File: config.mk
export PLATFORM = sky130hd
export DESIGN_NAME = bounded_deque_with_search
export DESIGN_NICKNAME = d
export VERILOG_FILES = /design/src/hw/rtl/bdq_pkg.sv /design/src/hw/rtl/bounded_deque_with_search.sv /design/src/hw/rtl/bdq_ctrl.sv /design/src/hw/rtl/bdq_dpath.sv
export SDC_FILE = /design/constraint.sdc
export NUM_CORES = 2
export LEC_CHECK = 0
export BUFFER_PORTS_ARGS = -buffer_cell sky130_fd_sc_hd__buf_2
export CORE_MARGIN = 3
export CORE_UTILIZATION = 65
export CTS_CLUSTER_DIAMETER = 100
export DETAILED_ROUTE_END_ITERATION = 12
export GPL_TIMING_DRIVEN = 0
export PLACE_DENSITY_LB_ADDON = 0.2
export SETUP_SLACK_MARGIN = 0.5
export SLEW_MARGIN = 20
export SYNTH_ARGS = -nofsm -noshare
export SYNTH_HDL_FRONTEND = slang
export SYNTH_SLANG_ARGS = --single-unit
File: constraint.sdc
create_clock -name clk_i -period 8.6 [get_ports clk_i]
set_input_delay 0.86 -clock clk_i [delete_from_list [all_inputs] [get_ports clk_i]]
set_output_delay 0.86 -clock clk_i [all_outputs]
set_load 0.02 [all_outputs]
File: src/hw/rtl/bdq_pkg.sv
`default_nettype none
// ----------------------------------------------------------------------------
// bdq_pkg
// Shared types, field widths and operation and status codes for the bounded
// deque with search.
// ----------------------------------------------------------------------------
package bdq_pkg;

  // Default number of entries held by the deque.
  localparam int unsigned DepthDefault = 64;

  // Field widths of the stream payloads.
  localparam int unsigned OpW  = 3;
  localparam int unsigned ValW = 32;
  localparam int unsigned StW  = 2;
  localparam int unsigned PosW = 6;
  localparam int unsigned CntW = 7;

  // Output tdata width, padded to whole bytes.
  localparam int unsigned ResDataW = 16;

  // Operation codes carried on the input tuser.
  localparam logic [OpW-1:0] OpPushFront = 3'd0;
  localparam logic [OpW-1:0] OpPushBack  = 3'd1;
  localparam logic [OpW-1:0] OpPopFront  = 3'd2;
  localparam logic [OpW-1:0] OpPopBack   = 3'd3;
  localparam logic [OpW-1:0] OpClear     = 3'd4;
  localparam logic [OpW-1:0] OpFind      = 3'd5;

  // Status codes carried on the output tuser.
  localparam logic [StW-1:0] StatOk       = 2'd0;
  localparam logic [StW-1:0] StatFull     = 2'd1;
  localparam logic [StW-1:0] StatEmpty    = 2'd2;
  localparam logic [StW-1:0] StatNotFound = 2'd3;

  // Commands from the controller to the datapath.
  typedef struct packed {
    logic load;        // capture the accepted transaction
    logic scan_start;  // set up a search from the front entry
    logic scan_step;   // advance the search by one entry
    logic commit;      // update the deque and load the result register
  } bdq_cmd_t;

  // Status from the datapath to the controller.
  typedef struct packed {
    logic is_find;     // captured operation is a search
    logic is_empty;    // no entries held
    logic scan_done;   // search hit an entry or compared the last one
    logic res_free;    // result register can take a new result
  } bdq_sts_t;

  // One result item.
  typedef struct packed {
    logic [StW-1:0]  status;
    logic            found;
    logic [PosW-1:0] position;
    logic [CntW-1:0] count;
    logic            empty_res;
  } bdq_res_t;

endpackage
`default_nettype wire

File: src/hw/rtl/bounded_deque_with_search.sv
`default_nettype none
// ----------------------------------------------------------------------------
// bounded_deque_with_search
// Bounded double-ended queue of signed 32-bit values with a linear search.
// ----------------------------------------------------------------------------
// The deque holds up to DEPTH values in a ring memory. Each input transaction
// carries an operation on s_axis_tuser and a value on s_axis_tdata, and
// produces exactly one result transaction. Push, pop, clear, the unused codes
// and a find on an empty deque pass through accept, decode and commit, and
// the result is offered in the cycle after the commit. A find reads the entry
// memory through its single read port, one entry per cycle starting at the
// front, after a step that primes the registered read, and stops at the
// first match. One transaction is processed at a time. The commit waits
// while the output register still holds a result that has not been taken.
// The next transaction is accepted in the cycle after the previous result is
// loaded into the output register, even if that result has not yet been
// taken.
// ----------------------------------------------------------------------------
module bounded_deque_with_search #(
  parameter int unsigned DEPTH = bdq_pkg::DepthDefault
) (
  input  wire                           clk_i,
  input  wire                           rst_ni,
  input  wire                           s_axis_tvalid,
  output logic                          s_axis_tready,
  input  wire [bdq_pkg::ValW-1:0]       s_axis_tdata,  // [31:0] value
  input  wire [bdq_pkg::OpW-1:0]        s_axis_tuser,  // [2:0] op
  output logic                          m_axis_tvalid,
  input  wire                           m_axis_tready,
  // [0] found, [6:1] position, [13:7] count, [14] empty_res, [15] zero
  output logic [bdq_pkg::ResDataW-1:0]  m_axis_tdata,
  output logic [bdq_pkg::StW-1:0]       m_axis_tuser   // [1:0] status
);
  import bdq_pkg::*;

  bdq_cmd_t cmd;
  bdq_sts_t sts;
  bdq_res_t res;

  bdq_ctrl u_ctrl (
    .clk_i      (clk_i),
    .rst_ni     (rst_ni),
    .in_valid_i (s_axis_tvalid),
    .in_ready_o (s_axis_tready),
    .sts_i      (sts),
    .cmd_o      (cmd)
  );

  bdq_dpath #(
    .DEPTH (DEPTH)
  ) u_dpath (
    .clk_i       (clk_i),
    .rst_ni      (rst_ni),
    .op_i        (s_axis_tuser),
    .value_i     (s_axis_tdata),
    .cmd_i       (cmd),
    .sts_o       (sts),
    .res_valid_o (m_axis_tvalid),
    .res_ready_i (m_axis_tready),
    .res_o       (res)
  );

  // Pack the result fields, lowest field first.
  assign m_axis_tdata = {1'b0, res.empty_res, res.count, res.position, res.found};
  assign m_axis_tuser = res.status;

endmodule
`default_nettype wire

File: src/hw/rtl/bdq_ctrl.sv
`default_nettype none
// ----------------------------------------------------------------------------
// bdq_ctrl
// Controller state machine: accepts one transaction, runs an optional search
// scan, and commits the operation once the result register is free.
// ----------------------------------------------------------------------------
module bdq_ctrl (
  input  wire              clk_i,
  input  wire              rst_ni,
  input  wire              in_valid_i,
  output logic             in_ready_o,
  input  bdq_pkg::bdq_sts_t sts_i,
  output bdq_pkg::bdq_cmd_t cmd_o
);
  import bdq_pkg::*;

  typedef enum logic [3:0] {
    StIdle   = 4'b0001,
    StDecode = 4'b0010,
    StScan   = 4'b0100,
    StCommit = 4'b1000
  } state_e;

  state_e state_q, state_d;

  // Next-state and command decode.
  always_comb begin
    state_d = state_q;
    cmd_o   = '0;
    unique case (state_q)
      StIdle: begin
        if (in_valid_i) begin
          cmd_o.load = 1'b1;
          state_d    = StDecode;
        end
      end
      StDecode: begin
        if (sts_i.is_find && !sts_i.is_empty) begin
          cmd_o.scan_start = 1'b1;
          state_d          = StScan;
        end else begin
          state_d = StCommit;
        end
      end
      StScan: begin
        cmd_o.scan_step = 1'b1;
        if (sts_i.scan_done) begin
          state_d = StCommit;
        end
      end
      StCommit: begin
        if (sts_i.res_free) begin
          cmd_o.commit = 1'b1;
          state_d      = StIdle;
        end
      end
      default: begin
        state_d = StIdle;
      end
    endcase
  end

  assign in_ready_o = (state_q == StIdle);

  // State register.
  always_ff @(posedge clk_i or negedge rst_ni) begin
    if (!rst_ni) begin
      state_q <= StIdle;
    end else begin
      state_q <= state_d;
    end
  end

endmodule
`default_nettype wire

File: src/hw/rtl/bdq_dpath.sv
`default_nettype none
// ----------------------------------------------------------------------------
// bdq_dpath
// Datapath: entry memory as a ring, head index and count, search pipeline
// and the result register.
// ----------------------------------------------------------------------------
module bdq_dpath #(
  parameter int unsigned DEPTH = bdq_pkg::DepthDefault
) (
  input  wire                       clk_i,
  input  wire                       rst_ni,
  input  wire [bdq_pkg::OpW-1:0]    op_i,
  input  wire [bdq_pkg::ValW-1:0]   value_i,
  input  bdq_pkg::bdq_cmd_t         cmd_i,
  output bdq_pkg::bdq_sts_t         sts_o,
  output logic                      res_valid_o,
  input  wire                       res_ready_i,
  output bdq_pkg::bdq_res_t         res_o
);
  import bdq_pkg::*;

  localparam int unsigned AW = (DEPTH > 1) ? $clog2(DEPTH) : 1;
  localparam int unsigned CW = $clog2(DEPTH + 1);
  localparam int unsigned SW = AW + 1;
  localparam logic [AW-1:0] LastSlot = AW'(DEPTH - 1);
  localparam logic [CW-1:0] FullCnt  = CW'(DEPTH);
  localparam logic [SW-1:0] DepthS   = SW'(DEPTH);

  // Captured transaction.
  logic [OpW-1:0]  op_q;
  logic [ValW-1:0] value_q;

  // Ring bookkeeping.
  logic [AW-1:0] head_q, head_d;
  logic [CW-1:0] count_q, count_d;

  // Search pipeline.
  logic [AW-1:0]   rd_slot_q;
  logic [CW-1:0]   rd_idx_q;
  logic [CW-1:0]   cmp_idx_q;
  logic            cmp_vld_q;
  logic [ValW-1:0] rdata_q;
  logic            hit_q;
  logic [CW-1:0]   pos_q;
  logic            match;

  // Result register.
  bdq_res_t res_q, res_d;
  logic     res_vld_q;

  // Memory write port.
  logic            mem_we;
  logic [AW-1:0]   mem_waddr;
  logic [ValW-1:0] mem [DEPTH];

  // Ring slot arithmetic.
  logic [AW-1:0] head_dec, head_inc, back_slot;
  logic [SW-1:0] back_sum;
  logic          is_full;

  assign head_dec  = (head_q == '0) ? LastSlot : head_q - AW'(1);
  assign head_inc  = (head_q == LastSlot) ? '0 : head_q + AW'(1);
  assign back_sum  = SW'(head_q) + SW'(count_q);
  assign back_slot = (back_sum >= DepthS) ? AW'(back_sum - DepthS) : AW'(back_sum);
  assign is_full   = (count_q == FullCnt);

  assign match = (rdata_q == value_q);

  // Status toward the controller.
  assign sts_o.is_find   = (op_q == OpFind);
  assign sts_o.is_empty  = (count_q == '0);
  assign sts_o.scan_done = cmp_vld_q && (match || ((cmp_idx_q + CW'(1)) == count_q));
  assign sts_o.res_free  = !res_vld_q || res_ready_i;

  // Operation effect and result at commit.
  always_comb begin
    head_d          = head_q;
    count_d         = count_q;
    mem_we          = 1'b0;
    mem_waddr       = head_dec;
    res_d.status    = StatOk;
    res_d.found     = 1'b0;
    res_d.position  = '0;
    unique case (op_q)
      OpPushFront: begin
        if (is_full) begin
          res_d.status = StatFull;
        end else begin
          head_d  = head_dec;
          count_d = count_q + CW'(1);
          mem_we  = 1'b1;
        end
      end
      OpPushBack: begin
        mem_waddr = back_slot;
        if (is_full) begin
          res_d.status = StatFull;
        end else begin
          count_d = count_q + CW'(1);
          mem_we  = 1'b1;
        end
      end
      OpPopFront: begin
        if (count_q == '0) begin
          res_d.status = StatEmpty;
        end else begin
          head_d  = head_inc;
          count_d = count_q - CW'(1);
        end
      end
      OpPopBack: begin
        if (count_q == '0) begin
          res_d.status = StatEmpty;
        end else begin
          count_d = count_q - CW'(1);
        end
      end
      OpClear: begin
        head_d  = '0;
        count_d = '0;
      end
      OpFind: begin
        res_d.status   = hit_q ? StatOk : StatNotFound;
        res_d.found    = hit_q;
        res_d.position = PosW'(pos_q);
      end
      default: begin
        res_d.status = StatOk;
      end
    endcase
    res_d.count     = CntW'(count_d);
    res_d.empty_res = (count_d == '0);
  end

  // Control registers.
  always_ff @(posedge clk_i or negedge rst_ni) begin
    if (!rst_ni) begin
      head_q    <= '0;
      count_q   <= '0;
      res_vld_q <= 1'b0;
      cmp_vld_q <= 1'b0;
      hit_q     <= 1'b0;
    end else begin
      if (cmd_i.commit) begin
        head_q  <= head_d;
        count_q <= count_d;
      end
      // A commit only happens when the register is free, so it wins.
      if (cmd_i.commit) begin
        res_vld_q <= 1'b1;
      end else if (res_ready_i) begin
        res_vld_q <= 1'b0;
      end
      if (cmd_i.scan_start) begin
        cmp_vld_q <= 1'b0;
      end else if (cmd_i.scan_step) begin
        cmp_vld_q <= (rd_idx_q < count_q);
      end
      if (cmd_i.load) begin
        hit_q <= 1'b0;
      end else if (cmd_i.scan_step && cmp_vld_q && match && !hit_q) begin
        hit_q <= 1'b1;
      end
    end
  end

  // Payload registers.
  always_ff @(posedge clk_i) begin
    if (cmd_i.load) begin
      op_q    <= op_i;
      value_q <= value_i;
      pos_q   <= '0;
    end else if (cmd_i.scan_step && cmp_vld_q && match && !hit_q) begin
      pos_q <= cmp_idx_q;
    end
    if (cmd_i.scan_start) begin
      rd_slot_q <= head_q;
      rd_idx_q  <= '0;
    end else if (cmd_i.scan_step) begin
      rd_slot_q <= (rd_slot_q == LastSlot) ? '0 : rd_slot_q + AW'(1);
      rd_idx_q  <= rd_idx_q + CW'(1);
      cmp_idx_q <= rd_idx_q;
    end
    if (cmd_i.commit) begin
      res_q <= res_d;
    end
  end

  // Entry memory: one write port, one registered read port.
  always_ff @(posedge clk_i) begin
    if (cmd_i.commit && mem_we) begin
      mem[mem_waddr] <= value_q;
    end
    rdata_q <= mem[rd_slot_q];
  end

  assign res_valid_o = res_vld_q;
  assign res_o       = res_q;

endmodule
`default_nettype wire
==> reports/metrics.cfg <==
[run_status]
status=finished clean

[floorplanning]
io_pins=59
starting_density_of_the_core_pct=65.7
floorplan.die_area_um2=134000
chipWidth_um=366
floorplan_die_height_um=366
num_rows=131
coreArea_um2=128000

[hold_path]
min_path_type=in2reg
holdPathStages=1

[job]
max-cap-violations=0

[routing]
wl_per_cell_um=36.3
dr.first_iter.drc_count=7683
antenna_violating_nets_post_route=0
drc=0
postRouteWirelength_um=232000
route.vias.total=45800
drt_pre_antenna_iters=6
avgViaCountPerCell=7.17

[setup_path]
kind_of_critical_path=reg2reg
critPathMaxStageDelay_ns=0.88
reg2reg_depth=11
crit_path_cell_trace=inv_1 -> ha_1 -> nor3b_1 -> a21oi_1 -> mux2_2 -> nor2_1 -> nand2_1 -> nor3_2 -> buf_4 -> buf_4 -> buf_6
largest_fanout_on_the_critical_path=10
crit_path_frequent_cell=buf_4
worstSetupEndpointType=flop
cp.arrival_ns=5.42
cp_slowest_cell=nor3_2
worstPathRequired_ns=9.11
setup_crit_start_kind=flop

[synthesis]
synth.cell_area_um2=84100
synthesis.yosys.warnings=0
dominant_synthesized_flop_cell=edfxtp_1
synth_enable_flop_cells=2113
synth.distinct_cells=76
syn_nets=4059
async_flop_share_pct=0.918
syn_avg_cell_area_um2=21.0
seq_area_frac_synth_pct=77.1
netlist_instances=4001
synth_seq_cells=2178

[sta]
finalSetupTns_ns=0
finalSetupViolations=0
timing.max_slew.rel_slack_pct=17.0
final_max_slew_viol_count=0
grt_setup_unrepaired=false
final.min_clock_period_ns=4.90
actual_transition_at_the_worst_max_transition_pin_ns=1.25
clock_skew_ns=0.0360
min_period_over_period_pct=57.0
achievable-frequency_ghz=0.204
hold_viol=0

[layout]
final.fill_count=6439
synthToLayoutAreaGrowth_pct=15.4
multiInputGateArea_um2=18400
mostFrequentLayoutCells=2113 x edfxtp_1, 518 x mux4_2, 209 x clkbuf_16
final_layout_size_suffix_gt1_share_pct=27.0
final_cell_area_um2=97000
finish.net_count=4543
final-seq-area_um2=64900
final_common_cell=edfxtp_1

[global_route]
global_route.overflow_total=0
grt_max_degree=44
number_of_global_route_vias_before_repair=44900
grt_antenna_before_repair=10
track_usage_pct=35.6
first_pass_grt_wire_length_um=329000

[pwr]
p_leak_nw=31.1
power-per-cell-area_nw_per_um2=240
vdd_ir_drop_max_mv=0.185

[clocking]
clkTransAtPathRegs_ns=0.06
clock_root_buffer=clkbuf_16
cts.sinks=2178
clock_insertion_delay_worst_skew_ns=0.82
cts_buffers=205
cts-resized-gates=0
h_tree_lvl_count=4
clockBufferDepth=3
clock_tree_from_tritoncts=yes

[place]
dpl_cell_area_um2=90600
dpl.hpwl_um=150000
count_of_buffers_from_port_buffering=57
place_congestion=0.964

-- cells in the mapped netlist (all sizes together) (4+ instances only) --
cell type | instances | area [um2]
dfrtp | 19 | 475
clkbuf | 114 | 430
a31oi | 8 | 80.1
nand2 | 123 | 462
and2 | 5 | 31.3
mux2i | 62 | 621
o21ai | 70 | 350
nor3 | 25 | 125
xor2 | 19 | 174
a22oi | 4 | 30.0
mux2 | 4 | 45.0
buf | 111 | 617
mux4 | 518 | 11700
o21a | 4 | 30.0
nor4 | 7 | 58.8
ha | 18 | 225
nand3 | 56 | 280
nand4 | 7 | 43.8
and3 | 14 | 87.6
nor2b | 6 | 37.5
xnor2 | 39 | 342
edfxtp | 2113 | 63500
dfxtp | 45 | 901
a21o | 4 | 30.0
nor2 | 143 | 537
nand2b | 8 | 50.1
or3 | 4 | 25.0
inv | 69 | 259
o211ai | 10 | 75.1
o221ai | 120 | 1050
o22ai | 4 | 25.0
a21oi | 195 | 976
o32ai | 4 | 35.0
-- registers in the layout, indices dropped and copies added, names as in the netlist, 4 cells and up --
name,count
u_dpath.mem,2048
u_dpath.rdata_q,32
u_dpath.value_q,32
u_dpath.res_o,17
u_dpath.cmp_idx_q,7
u_dpath.count_q,7
u_dpath.rd_idx_q,7
u_dpath.head_q,6
u_dpath.pos_q,6
u_dpath.rd_slot_q,6
u_ctrl.state_q,4
-- timing repair --
action,CTS,global route
hold buffers,1,0
setup endpoints to repair,0,0
hold endpoints to repair,19,0
buffers inserted,0,0
-- through the flow --
stage                     hold slack (ns)  worst slack, ns  util (%)  cells  power, mW
after global routing                0.185             3.48      75.8   6382       23.8
after floorplan                     0.446             3.78         -   4001       13.5
final                               0.218             3.70      75.8   6385       23.2
after detailed placement            0.465             4.06      70.8   6006       14.7
after CTS                           0.167             3.88      75.8   6382       23.2
after global placement              0.461            0.709      67.6   5787       14.3
-- layer usage --
metal	part of all wire, %	GRT usage (%)
met2	45	52.5
met3	14	10.6
met5	0.024	0
met1	35	50.1
met4	5.5	16.5
-- critical path, delay by kind of cell, from the launching register on --
family / cells / cell delay [ns]
AO/OA/AOI/OAI: 1 / 0.21
adder cells (fa/ha/maj): 1 / 0.31
buffers and inverters: 4 / 0.94
flip-flops: 1 / 0.50
multiplexers: 1 / 0.34
AND/OR/NAND/NOR: 4 / 2.27
-- report_power, final --
| group | switching (mW) | internal [mW] |
|---|---|---|
| registers | 0.201 | 12.2 |
| clock network | 3.89 | 4.80 |
| logic | 1.46 | 0.694 |
-- logic make-up (layout without fill, tap and decap cells) --
kind of cell	after synthesis	in the layout	share of synthesized area (%)
XOR/XNOR	58	58	0.613
buffers and inverters	294	946	1.55
AND/OR/NAND/NOR	415	415	2.24
other	1	4	0.00446
multiplexers	584	584	14.7
AO/OA/AOI/OAI	452	452	3.51
adder cells (fa/ha/maj)	19	19	0.292
flip-flops	2178	2178	77.1
-- area by class of cell --
type                       count  area share (%)
buffer                       225            1.09
tap                         1729            2.23
sequential                  2178            66.8
clock buffer                 259            5.59
multi-input combinational   1529            18.9
timing repair buffer         277            4.06
inverter                      69           0.267
clock inverter               116           0.963
antenna                        3         0.00774
-- final timing paths --
kind | start | end | slack, ns
max | u_dpath.head_q[0] | u_dpath.mem[63][13] | 3.70
min | s_axis_tuser[0] | u_dpath.op_q[0] | 0.22
max reg2reg | u_dpath.head_q[0] | u_dpath.mem[63][13] | 3.70
min reg2reg | u_dpath.pos_q[1] | u_dpath.pos_q[1] | 0.48
max in group asynchronous | rst_ni | u_ctrl.state_q[0] | 7.66
min in group asynchronous | rst_ni | u_dpath.hit_q | 0.55
Note: power is estimated with default switching activity, not from simulation.
